--- config.mk ---
export PLATFORM = sky130hd
export DESIGN_NAME = dirty_row_span_finder_top
export DESIGN_NICKNAME = d
export VERILOG_FILES = /design/src/hdl/drsf_pkg.sv /design/src/hdl/dirty_row_span_finder_top.sv /design/src/hdl/drsf_in_stage.sv /design/src/hdl/drsf_span_tracker.sv
export SDC_FILE = /design/constraint.sdc
export NUM_CORES = 1
export LEC_CHECK = 0
export BUFFER_PORTS_ARGS = -buffer_cell sky130_fd_sc_hd__buf_2
export CAP_MARGIN = 10
export CORE_MARGIN = 3
export CORE_UTILIZATION = 40
export DETAILED_ROUTE_END_ITERATION = 8
export HOLD_SLACK_MARGIN = 0.1
export PLACE_DENSITY = 0.72
export REMOVE_ABC_BUFFERS = 1
export SLEW_MARGIN = 20
export SYNTH_ARGS = -nofsm -noshare
export SYNTH_HDL_FRONTEND = slang
export SYNTH_HIERARCHICAL = 1
export SYNTH_SLANG_ARGS = --single-unit
export TNS_END_PERCENT = 20
--- constraint.sdc ---
create_clock -name clk_i -period 8.6 [get_ports clk_i]
set_input_delay 1.72 -clock clk_i [delete_from_list [all_inputs] [get_ports clk_i]]
set_output_delay 1.72 -clock clk_i [all_outputs]
set_load 0.05 [all_outputs]
--- src/hdl/drsf_pkg.sv ---
// Shared types, constants and register codes of the dirty row span finder.
`default_nettype none
package drsf_pkg;

  localparam int unsigned MaxSpanCountDef = 32;
  localparam int unsigned MaxFrameRowsDef = 1024;

  localparam int unsigned WordW      = 32;
  localparam int unsigned WprW       = 10;
  localparam int unsigned RpfW       = 11;
  localparam int unsigned WordIdxW   = 9;
  localparam int unsigned RowFieldW  = 10;
  localparam int unsigned CountW     = 6;
  localparam int unsigned CfgDataW   = 11;
  localparam int unsigned RowWordsCap = 512;

  localparam logic [WprW-1:0] WprReset = WprW'(120);
  localparam logic [RpfW-1:0] RpfReset = RpfW'(320);

  typedef enum logic [0:0] {
    CfgWordsPerRow  = 1'b0,
    CfgRowsPerFrame = 1'b1
  } cfg_idx_e;

  typedef struct packed {
    logic [WordW-1:0] new_word;
    logic [WordW-1:0] old_word;
  } in_req_t;

  typedef struct packed {
    logic                 span_valid;
    logic [RowFieldW-1:0] span_first_row;
    logic [RowFieldW-1:0] span_last_row;
    logic [CountW-1:0]    spans_so_far;
    logic                 frame_end;
  } out_req_t;

  typedef struct packed {
    logic valid;
    logic differ;
  } word_stage_t;

endpackage
`default_nettype wire

--- src/hdl/dirty_row_span_finder_top.sv ---
// Top level of the dirty row span finder.
`default_nettype none
// The block takes one new/old framebuffer word pair per request, row-major, and reports runs
// of consecutive dirty rows as spans, one request per closed span; the frame's last word gives
// one request marked frame_end, which also carries any span that closes there. An item passes
// the compare register and then the output register of the span tracker, where its result is
// offered, and a new word is taken every cycle while the result side keeps up; while a result
// waits in the output register, words that give no result keep flowing in, and the next word
// that gives a result waits in the compare register.
module dirty_row_span_finder_top #(
  parameter int unsigned MAX_SPAN_COUNT = drsf_pkg::MaxSpanCountDef,
  parameter int unsigned MAX_FRAME_ROWS = drsf_pkg::MaxFrameRowsDef
) (
  input  wire logic                          clk_i,
  input  wire logic                          rst_ni,
  input  wire logic                          cfg_we_i,
  input  wire drsf_pkg::cfg_idx_e            cfg_index_i,
  input  wire logic [drsf_pkg::CfgDataW-1:0] cfg_data_i,
  input  wire logic                          in_valid_i,
  output logic                               in_stall_o,
  input  wire drsf_pkg::in_req_t             in_data_i,
  output logic                               out_valid_o,
  input  wire logic                          out_stall_i,
  output drsf_pkg::out_req_t                 out_data_o
);

  drsf_pkg::word_stage_t stage;
  logic                  take;

  drsf_in_stage u_in_stage (
    .clk_i      (clk_i),
    .rst_ni     (rst_ni),
    .in_valid_i (in_valid_i),
    .in_stall_o (in_stall_o),
    .in_data_i  (in_data_i),
    .stage_o    (stage),
    .take_i     (take)
  );

  drsf_span_tracker #(
    .MAX_SPAN_COUNT (MAX_SPAN_COUNT),
    .MAX_FRAME_ROWS (MAX_FRAME_ROWS)
  ) u_span_tracker (
    .clk_i       (clk_i),
    .rst_ni      (rst_ni),
    .cfg_we_i    (cfg_we_i),
    .cfg_index_i (cfg_index_i),
    .cfg_data_i  (cfg_data_i),
    .stage_i     (stage),
    .take_o      (take),
    .out_valid_o (out_valid_o),
    .out_stall_i (out_stall_i),
    .out_data_o  (out_data_o)
  );

endmodule
`default_nettype wire

--- src/hdl/drsf_in_stage.sv ---
// Input register stage that compares each word pair and holds the result.
`default_nettype none
module drsf_in_stage (
  input  wire logic                  clk_i,
  input  wire logic                  rst_ni,
  input  wire logic                  in_valid_i,
  output logic                       in_stall_o,
  input  wire drsf_pkg::in_req_t     in_data_i,
  output drsf_pkg::word_stage_t      stage_o,
  input  wire logic                  take_i
);

  logic valid_q, valid_d;
  logic differ_q, differ_d;
  logic accept;

  assign in_stall_o = valid_q & ~take_i;
  assign accept     = in_valid_i & ~in_stall_o;

  always_comb begin
    valid_d  = valid_q;
    differ_d = differ_q;
    if (accept) begin
      valid_d  = 1'b1;
      differ_d = (in_data_i.new_word != in_data_i.old_word);
    end else if (take_i) begin
      valid_d = 1'b0;
    end
  end

  always_ff @(posedge clk_i or negedge rst_ni) begin
    if (!rst_ni) begin
      valid_q <= 1'b0;
    end else begin
      valid_q <= valid_d;
    end
  end

  always_ff @(posedge clk_i) begin
    differ_q <= differ_d;
  end

  assign stage_o.valid  = valid_q;
  assign stage_o.differ = differ_q;

endmodule
`default_nettype wire

--- src/hdl/drsf_span_tracker.sv ---
// Row and span tracking state, configuration registers and the result register.
`default_nettype none
module drsf_span_tracker #(
  parameter int unsigned MAX_SPAN_COUNT = drsf_pkg::MaxSpanCountDef,
  parameter int unsigned MAX_FRAME_ROWS = drsf_pkg::MaxFrameRowsDef
) (
  input  wire logic                          clk_i,
  input  wire logic                          rst_ni,
  input  wire logic                          cfg_we_i,
  input  wire drsf_pkg::cfg_idx_e            cfg_index_i,
  input  wire logic [drsf_pkg::CfgDataW-1:0] cfg_data_i,
  input  wire drsf_pkg::word_stage_t         stage_i,
  output logic                               take_o,
  output logic                               out_valid_o,
  input  wire logic                          out_stall_i,
  output drsf_pkg::out_req_t                 out_data_o
);

  localparam int unsigned RowW = (MAX_FRAME_ROWS > 1) ? $clog2(MAX_FRAME_ROWS) : 1;
  localparam int unsigned CmpW = (RowW + 1 > drsf_pkg::RpfW) ? RowW + 1 : drsf_pkg::RpfW;
  localparam int unsigned ExtW = (RowW > drsf_pkg::RowFieldW) ? RowW : drsf_pkg::RowFieldW;

  logic [drsf_pkg::WprW-1:0]     wpr_q;
  logic [drsf_pkg::RpfW-1:0]     rpf_q;
  logic [drsf_pkg::WordIdxW-1:0] word_q, word_d;
  logic [RowW-1:0]               row_q, row_d;
  logic                          change_q, change_d;
  logic                          open_q, open_d;
  logic [RowW-1:0]               start_q, start_d;
  logic [drsf_pkg::CountW-1:0]   total_q, total_d;
  logic                          out_valid_q, out_valid_d;
  drsf_pkg::out_req_t            out_q, out_d;

  logic [drsf_pkg::WprW-1:0]     wpr_c;
  logic [CmpW-1:0]               rpf_c;
  logic [drsf_pkg::WprW-1:0]     word_next;
  logic [CmpW-1:0]               row_next;
  logic                          dirty, row_end, frame_last, emit, res_valid, advance;
  logic [RowW-1:0]               first_row, last_row;
  logic [ExtW-1:0]               first_ext, last_ext;
  drsf_pkg::out_req_t            res;

  always_comb begin
    wpr_c = wpr_q;
    if (wpr_q == '0) begin
      wpr_c = drsf_pkg::WprW'(1);
    end else if (wpr_q > drsf_pkg::WprW'(drsf_pkg::RowWordsCap)) begin
      wpr_c = drsf_pkg::WprW'(drsf_pkg::RowWordsCap);
    end
    rpf_c = CmpW'(rpf_q);
    if (rpf_q == '0) begin
      rpf_c = CmpW'(1);
    end else if (CmpW'(rpf_q) > CmpW'(MAX_FRAME_ROWS)) begin
      rpf_c = CmpW'(MAX_FRAME_ROWS);
    end
  end

  assign word_next  = drsf_pkg::WprW'(word_q) + drsf_pkg::WprW'(1);
  assign row_next   = CmpW'(row_q) + CmpW'(1);
  assign dirty      = change_q | stage_i.differ;
  assign row_end    = ~(word_next < wpr_c);
  assign frame_last = (row_next >= rpf_c);

  always_comb begin
    word_d    = word_q;
    row_d     = row_q;
    change_d  = change_q;
    open_d    = open_q;
    start_d   = start_q;
    total_d   = total_q;
    emit      = 1'b0;
    first_row = '0;
    last_row  = '0;
    res_valid = 1'b0;
    if (!row_end) begin
      word_d   = word_next[drsf_pkg::WordIdxW-1:0];
      change_d = dirty;
    end else begin
      word_d   = '0;
      change_d = 1'b0;
      if (dirty) begin
        if (!open_q && (total_q < drsf_pkg::CountW'(MAX_SPAN_COUNT))) begin
          open_d  = 1'b1;
          start_d = row_q;
        end
      end else if (open_q) begin
        emit      = 1'b1;
        first_row = start_q;
        last_row  = row_q - RowW'(1);
        total_d   = total_q + drsf_pkg::CountW'(1);
        open_d    = 1'b0;
      end
      if (frame_last) begin
        if (!emit && open_d) begin
          emit      = 1'b1;
          first_row = start_d;
          last_row  = row_q;
          total_d   = total_d + drsf_pkg::CountW'(1);
        end
        res_valid = 1'b1;
        row_d     = '0;
        total_d   = '0;
        open_d    = 1'b0;
        start_d   = '0;
      end else begin
        row_d     = row_next[RowW-1:0];
        res_valid = emit;
      end
    end
  end

  assign first_ext = ExtW'(first_row);
  assign last_ext  = ExtW'(last_row);

  always_comb begin
    res.span_valid     = emit;
    res.span_first_row = emit ? first_ext[drsf_pkg::RowFieldW-1:0] : '0;
    res.span_last_row  = emit ? last_ext[drsf_pkg::RowFieldW-1:0] : '0;
    res.spans_so_far   = frame_last ? (emit ? total_q + drsf_pkg::CountW'(1) : total_q)
                                    : total_d;
    res.frame_end      = frame_last;
  end

  assign advance = stage_i.valid & (~res_valid | ~out_valid_q | ~out_stall_i);
  assign take_o  = advance;

  always_comb begin
    out_valid_d = out_valid_q;
    out_d       = out_q;
    if (advance && res_valid) begin
      out_valid_d = 1'b1;
      out_d       = res;
    end else if (!out_stall_i) begin
      out_valid_d = 1'b0;
    end
  end

  always_ff @(posedge clk_i or negedge rst_ni) begin
    if (!rst_ni) begin
      wpr_q       <= drsf_pkg::WprReset;
      rpf_q       <= drsf_pkg::RpfReset;
      word_q      <= '0;
      row_q       <= '0;
      change_q    <= 1'b0;
      open_q      <= 1'b0;
      start_q     <= '0;
      total_q     <= '0;
      out_valid_q <= 1'b0;
    end else begin
      if (cfg_we_i) begin
        case (cfg_index_i)
          drsf_pkg::CfgWordsPerRow:  wpr_q <= cfg_data_i[drsf_pkg::WprW-1:0];
          drsf_pkg::CfgRowsPerFrame: rpf_q <= cfg_data_i[drsf_pkg::RpfW-1:0];
          default: ;
        endcase
      end
      if (advance) begin
        word_q   <= word_d;
        row_q    <= row_d;
        change_q <= change_d;
        open_q   <= open_d;
        start_q  <= start_d;
        total_q  <= total_d;
      end
      out_valid_q <= out_valid_d;
    end
  end

  always_ff @(posedge clk_i) begin
    out_q <= out_d;
  end

  assign out_valid_o = out_valid_q;
  assign out_data_o  = out_q;

endmodule
`default_nettype wire
==> flow_metrics.py <==
metrics = {
    "floorplanning": {
        "die_height_um": 121.1,
        "ioPinCount": 111,
        "die_x_um": 121.1,
        "rows": 41,
        "core-area_um2": 12770,
        "start_util_pct": 41.49,
        "die_area_um2": 14670,
    },
    "sta": {
        "rsz0062_at_grt": "no",
        "slew_viol_final": 0,
        "fin_setup_tns_ns": 0,
        "final.period_utilization_pct": 67.42,
        "hold_viol_final": 0,
        "tightest_slew_ns": 1.046,
        "setup_viol": 0,
        "fmax_mhz": 172.5,
        "skew_ns": 0.005693,
        "post-route-min-period_ns": 5.798,
        "slew_headroom_pct": 30.29,
    },
    "detailed_routing": {
        "via_per_inst": 5.513,
        "drc": 0,
        "wl_per_cell_um": 15.94,
        "via_count": 4399,
        "drt_first_pass_iters": 5,
        "wl_mm": 12.72,
        "drtIter0Drc": 356,
        "ant_nets": 0,
    },
    "worst_hold_path": {
        "hold_start": "u_span_tracker/start_q[0]",
        "hold_path_depth": 1,
        "whs_endpoint": "u_span_tracker/start_q[0]",
        "hp-class": "flop to flop",
    },
    "global_route": {
        "grt_overflow": 0,
        "grt_pass1_wl_mm": 21.26,
        "grt_usage_pct": 17.98,
        "antenna_found_initial": 0,
        "grt_max_degree": 61,
        "grt_pass1_vias": 4292,
    },
    "clock_network": {
        "cts_resized": 0,
        "cts.hold.buffers_added": 0,
        "clock_latency_ns": 0.34,
        "clkSlewWorstSetupHoldPaths_ns": 0.07,
        "root_buffer": "clkbuf_16",
        "post-cts-setup-buffers": 0,
        "clk_path_buf_depth": 2,
        "cts.sinks": 89,
        "h-tree-depth": 3,
        "tritoncts": "done",
        "cts_buffers": 9,
    },
    "finish": {
        "ff_latch_area_um2": 2380,
        "num_antenna_cells": 0,
        "layout-drive-gt1-share_pct": 27.00,
        "final_nets": 726,
        "multi_input_area_um2": 2724,
        "areaGrowthSynthToFinish_pct": 17.71,
        "n_fill_cell": 1175,
        "final_cells": 798,
    },
    "setup_path": {
        "timing.rr.start": "u_span_tracker/row_q[1]",
        "crit_path_start_kind": "flop",
        "crit_arrival_ns": 4.08,
        "r2r-end": "u_span_tracker/out_data_o[10]",
        "crit_type": "flop to primary output",
        "crit_path_end_kind": "primary output",
        "r2r.worst_path.cells": 13,
        "cp.required_ns": 6.88,
        "reg2reg_setup_slack_ns": 4.55,
        "crit_fanout": 14,
    },
    "synth": {
        "seq_area_frac_synth_pct": 44.90,
        "synth_area_um2": 5300,
        "synth-seq-cells": 89,
        "synth.avg_cell_area_um2": 10.11,
        "netlist-cell-type-count": 54,
        "synthCells": 524,
        "synth_edf_count": 29,
        "synth_ff_type": "dfrtp_1",
        "yosysWarnings": 6,
        "async_reset_ff_share_pct": 67.42,
    },
    "placement": {
        "placedCellCount": 782,
        "gp_congestion": 0.9112,
        "dp_hpwl_mm": 9.509,
        "io_buffers": 110,
    },
    "pwr": {
        "p_per_area_nw_per_um2": 238.1,
        "leakagePower_nw": 2.644,
        "peakVddDrop_v": 0.00009702,
    },
    "status": {
        "status": "finished clean",
    },
    "run": {
        "cap_violations": 0,
    },
}
==> power breakdown <==
part | switching (mW) | internal (mW) | total (mW)
Sequential | 0.0931 | 0.505 | 0.598
Combinational | 0.309 | 0.218 | 0.527
Clock | 0.163 | 0.197 | 0.360
Total | 0.565 | 0.920 | 1.49
==> worst max-delay path by stage <==
stage | start | end | slack (ns) | cells after the start
detailed placement | u_span_tracker/row_q[0] | in_stall_o | 3.25 | 15
floorplan | u_span_tracker/row_q[0] | in_stall_o | 3.64 | 14
global route | u_span_tracker/row_q[0] | in_stall_o | 2.57 | 15
finish | u_span_tracker/row_q[1] | in_stall_o | 2.80 | 15
CTS | u_span_tracker/row_q[0] | in_stall_o | 2.85 | 15
global placement | u_span_tracker/row_q[1] | in_stall_o | 3.34 | 15
==> placed cells by master, fill, tap and decap left out, types with 7 or more instances in the layout <==
cell	count
nor4_1	9
nand4_1	10
xnor2_1	43
edfxtp_1	29
nor2_1	28
nand2_1	50
a21oi_1	27
nand2b_1	7
nor3_1	10
and3_1	8
nand3_1	38
mux2_2	24
a22o_1	8
ha_1	24
clkbuf_16	9
xor2_1	8
o21ai_0	18
a32o_1	11
buf_2	110
inv_1	15
dfrtp_1	54
==> Yosys cell counts (2+ instances only) <==
cell type  instances  area (µm²)
clkbuf_1          14       52.55
nand3_1           38       190.2
buf_6              2       22.52
nor4_1             9       56.30
nand2b_1           7       43.79
buf_4              2       15.01
or2_2              2       12.51
edfxtp_1          29       870.8
o211ai_1           5       37.54
o21a_1             3       22.52
o211a_1            2       20.02
xnor2_1           43       376.6
dfstp_2            6       157.7
and3_1             8       50.05
buf_2              7       35.03
nor2_1            28       105.1
a311o_1            2       20.02
inv_2              2       7.510
a32o_1            11       110.1
nor2b_1            6       37.54
mux2i_1            4       40.04
a211o_1            5       43.79
nor3b_1            4       30.03
nand4_1           10       62.56
a22o_1             8       70.07
dfrtp_1           54        1351
o2111ai_1          3       26.28
a2111oi_2          2       30.03
a31oi_1            4       25.02
nor3_1            11       55.05
clkinv_1           3       11.26
a221o_1            3       30.03
ha_1              24       300.3
a21o_1             3       22.52
mux2_2            24       270.3
xor2_1             8       70.07
and2_1             4       25.02
inv_1             15       56.30
a21oi_1           27       135.1
buf_1              2       7.510
nand2_1           50       187.7
o21ai_0           18       90.09
==> state kept, by name, summed over array words and instances (netlist names) <==
register,cells
u_span_tracker/out_data_o,28
u_span_tracker/rpf_q,11
u_span_tracker/row_q,10
u_span_tracker/start_q,10
u_span_tracker/wpr_q,10
u_span_tracker/word_q,9
u_span_tracker/total_q,6
u_in_stage/differ_q,1
u_in_stage/valid_q,1
u_span_tracker/change_q,1
u_span_tracker/open_q,1
u_span_tracker/out_valid_o,1
==> metal layers <==
layer / track usage [%] / vias up / wire length, µm / part of all wire, %
met1: 24.02 / 2103 / 5460 / 43
met2: 29.35 / 163 / 6292 / 49
met5: 0 / - / 0 / 0
li1: - / 2110 / - / -
met4: 5.524 / 0 / 227 / 1.8
met3: 3.823 / 23 / 739 / 5.8
==> area by class of cell <==
cell class	instances	share of cell area, %
repair buffers	113	9.186
multi-input cells	388	43.66
well taps	172	3.450
inverters	20	1.203
flip-flops and latches	89	38.15
clock inverters	6	0.6819
clock buffers	10	3.670
==> through the flow <==
stage / setup WS (ns) / total power, mW / cell area (µm²) / util, % / hold slack, ns
6_report: 2.802 / 1.485 / 6238 / 48.84 / 0.4994
5_1_grt: 2.575 / 1.591 / 6238 / 48.84 / 0.5140
4_1_cts: 2.852 / 1.488 / 6232 / 48.79 / 0.4986
3_5_place_dp: 3.248 / 1.122 / 5961 / 46.66 / 0.4836
3_3_place_gp: 3.340 / 1.095 / 5961 / 46.66 / 0.4750
2_1_floorplan: 3.640 / 0.9587 / 5167 / - / 0.4654
==> kinds of logic after synthesis <==
kind of cell	Yosys count	synth area share (%)
AOI/OAI and AO/OA	103	14.16
xor gates and xnor gates	51	8.428
adders and majority gates	24	5.666
buffers and inverters	47	3.919
DFF	89	44.90
muxes	28	5.855
and+or+nand+nor	182	17.07
==> critical path, cell delays in order, from the launching register on <==
cell and delay [ns]:
dfrtp_1 0.49, ha_1 0.27, nand3_1 0.14, nor2_1 0.17, and4_1 0.25, nor2b_1 0.07
or2_2 0.29, ha_1 0.30, o211ai_1 0.12, o211a_1 0.30, nor3_4 0.49, a21o_2 0.28
inv_2 0.08, nand2b_1 0.17, inv_1 0.06, buf_2 0.26
Power figures use the tool's default switching activity.
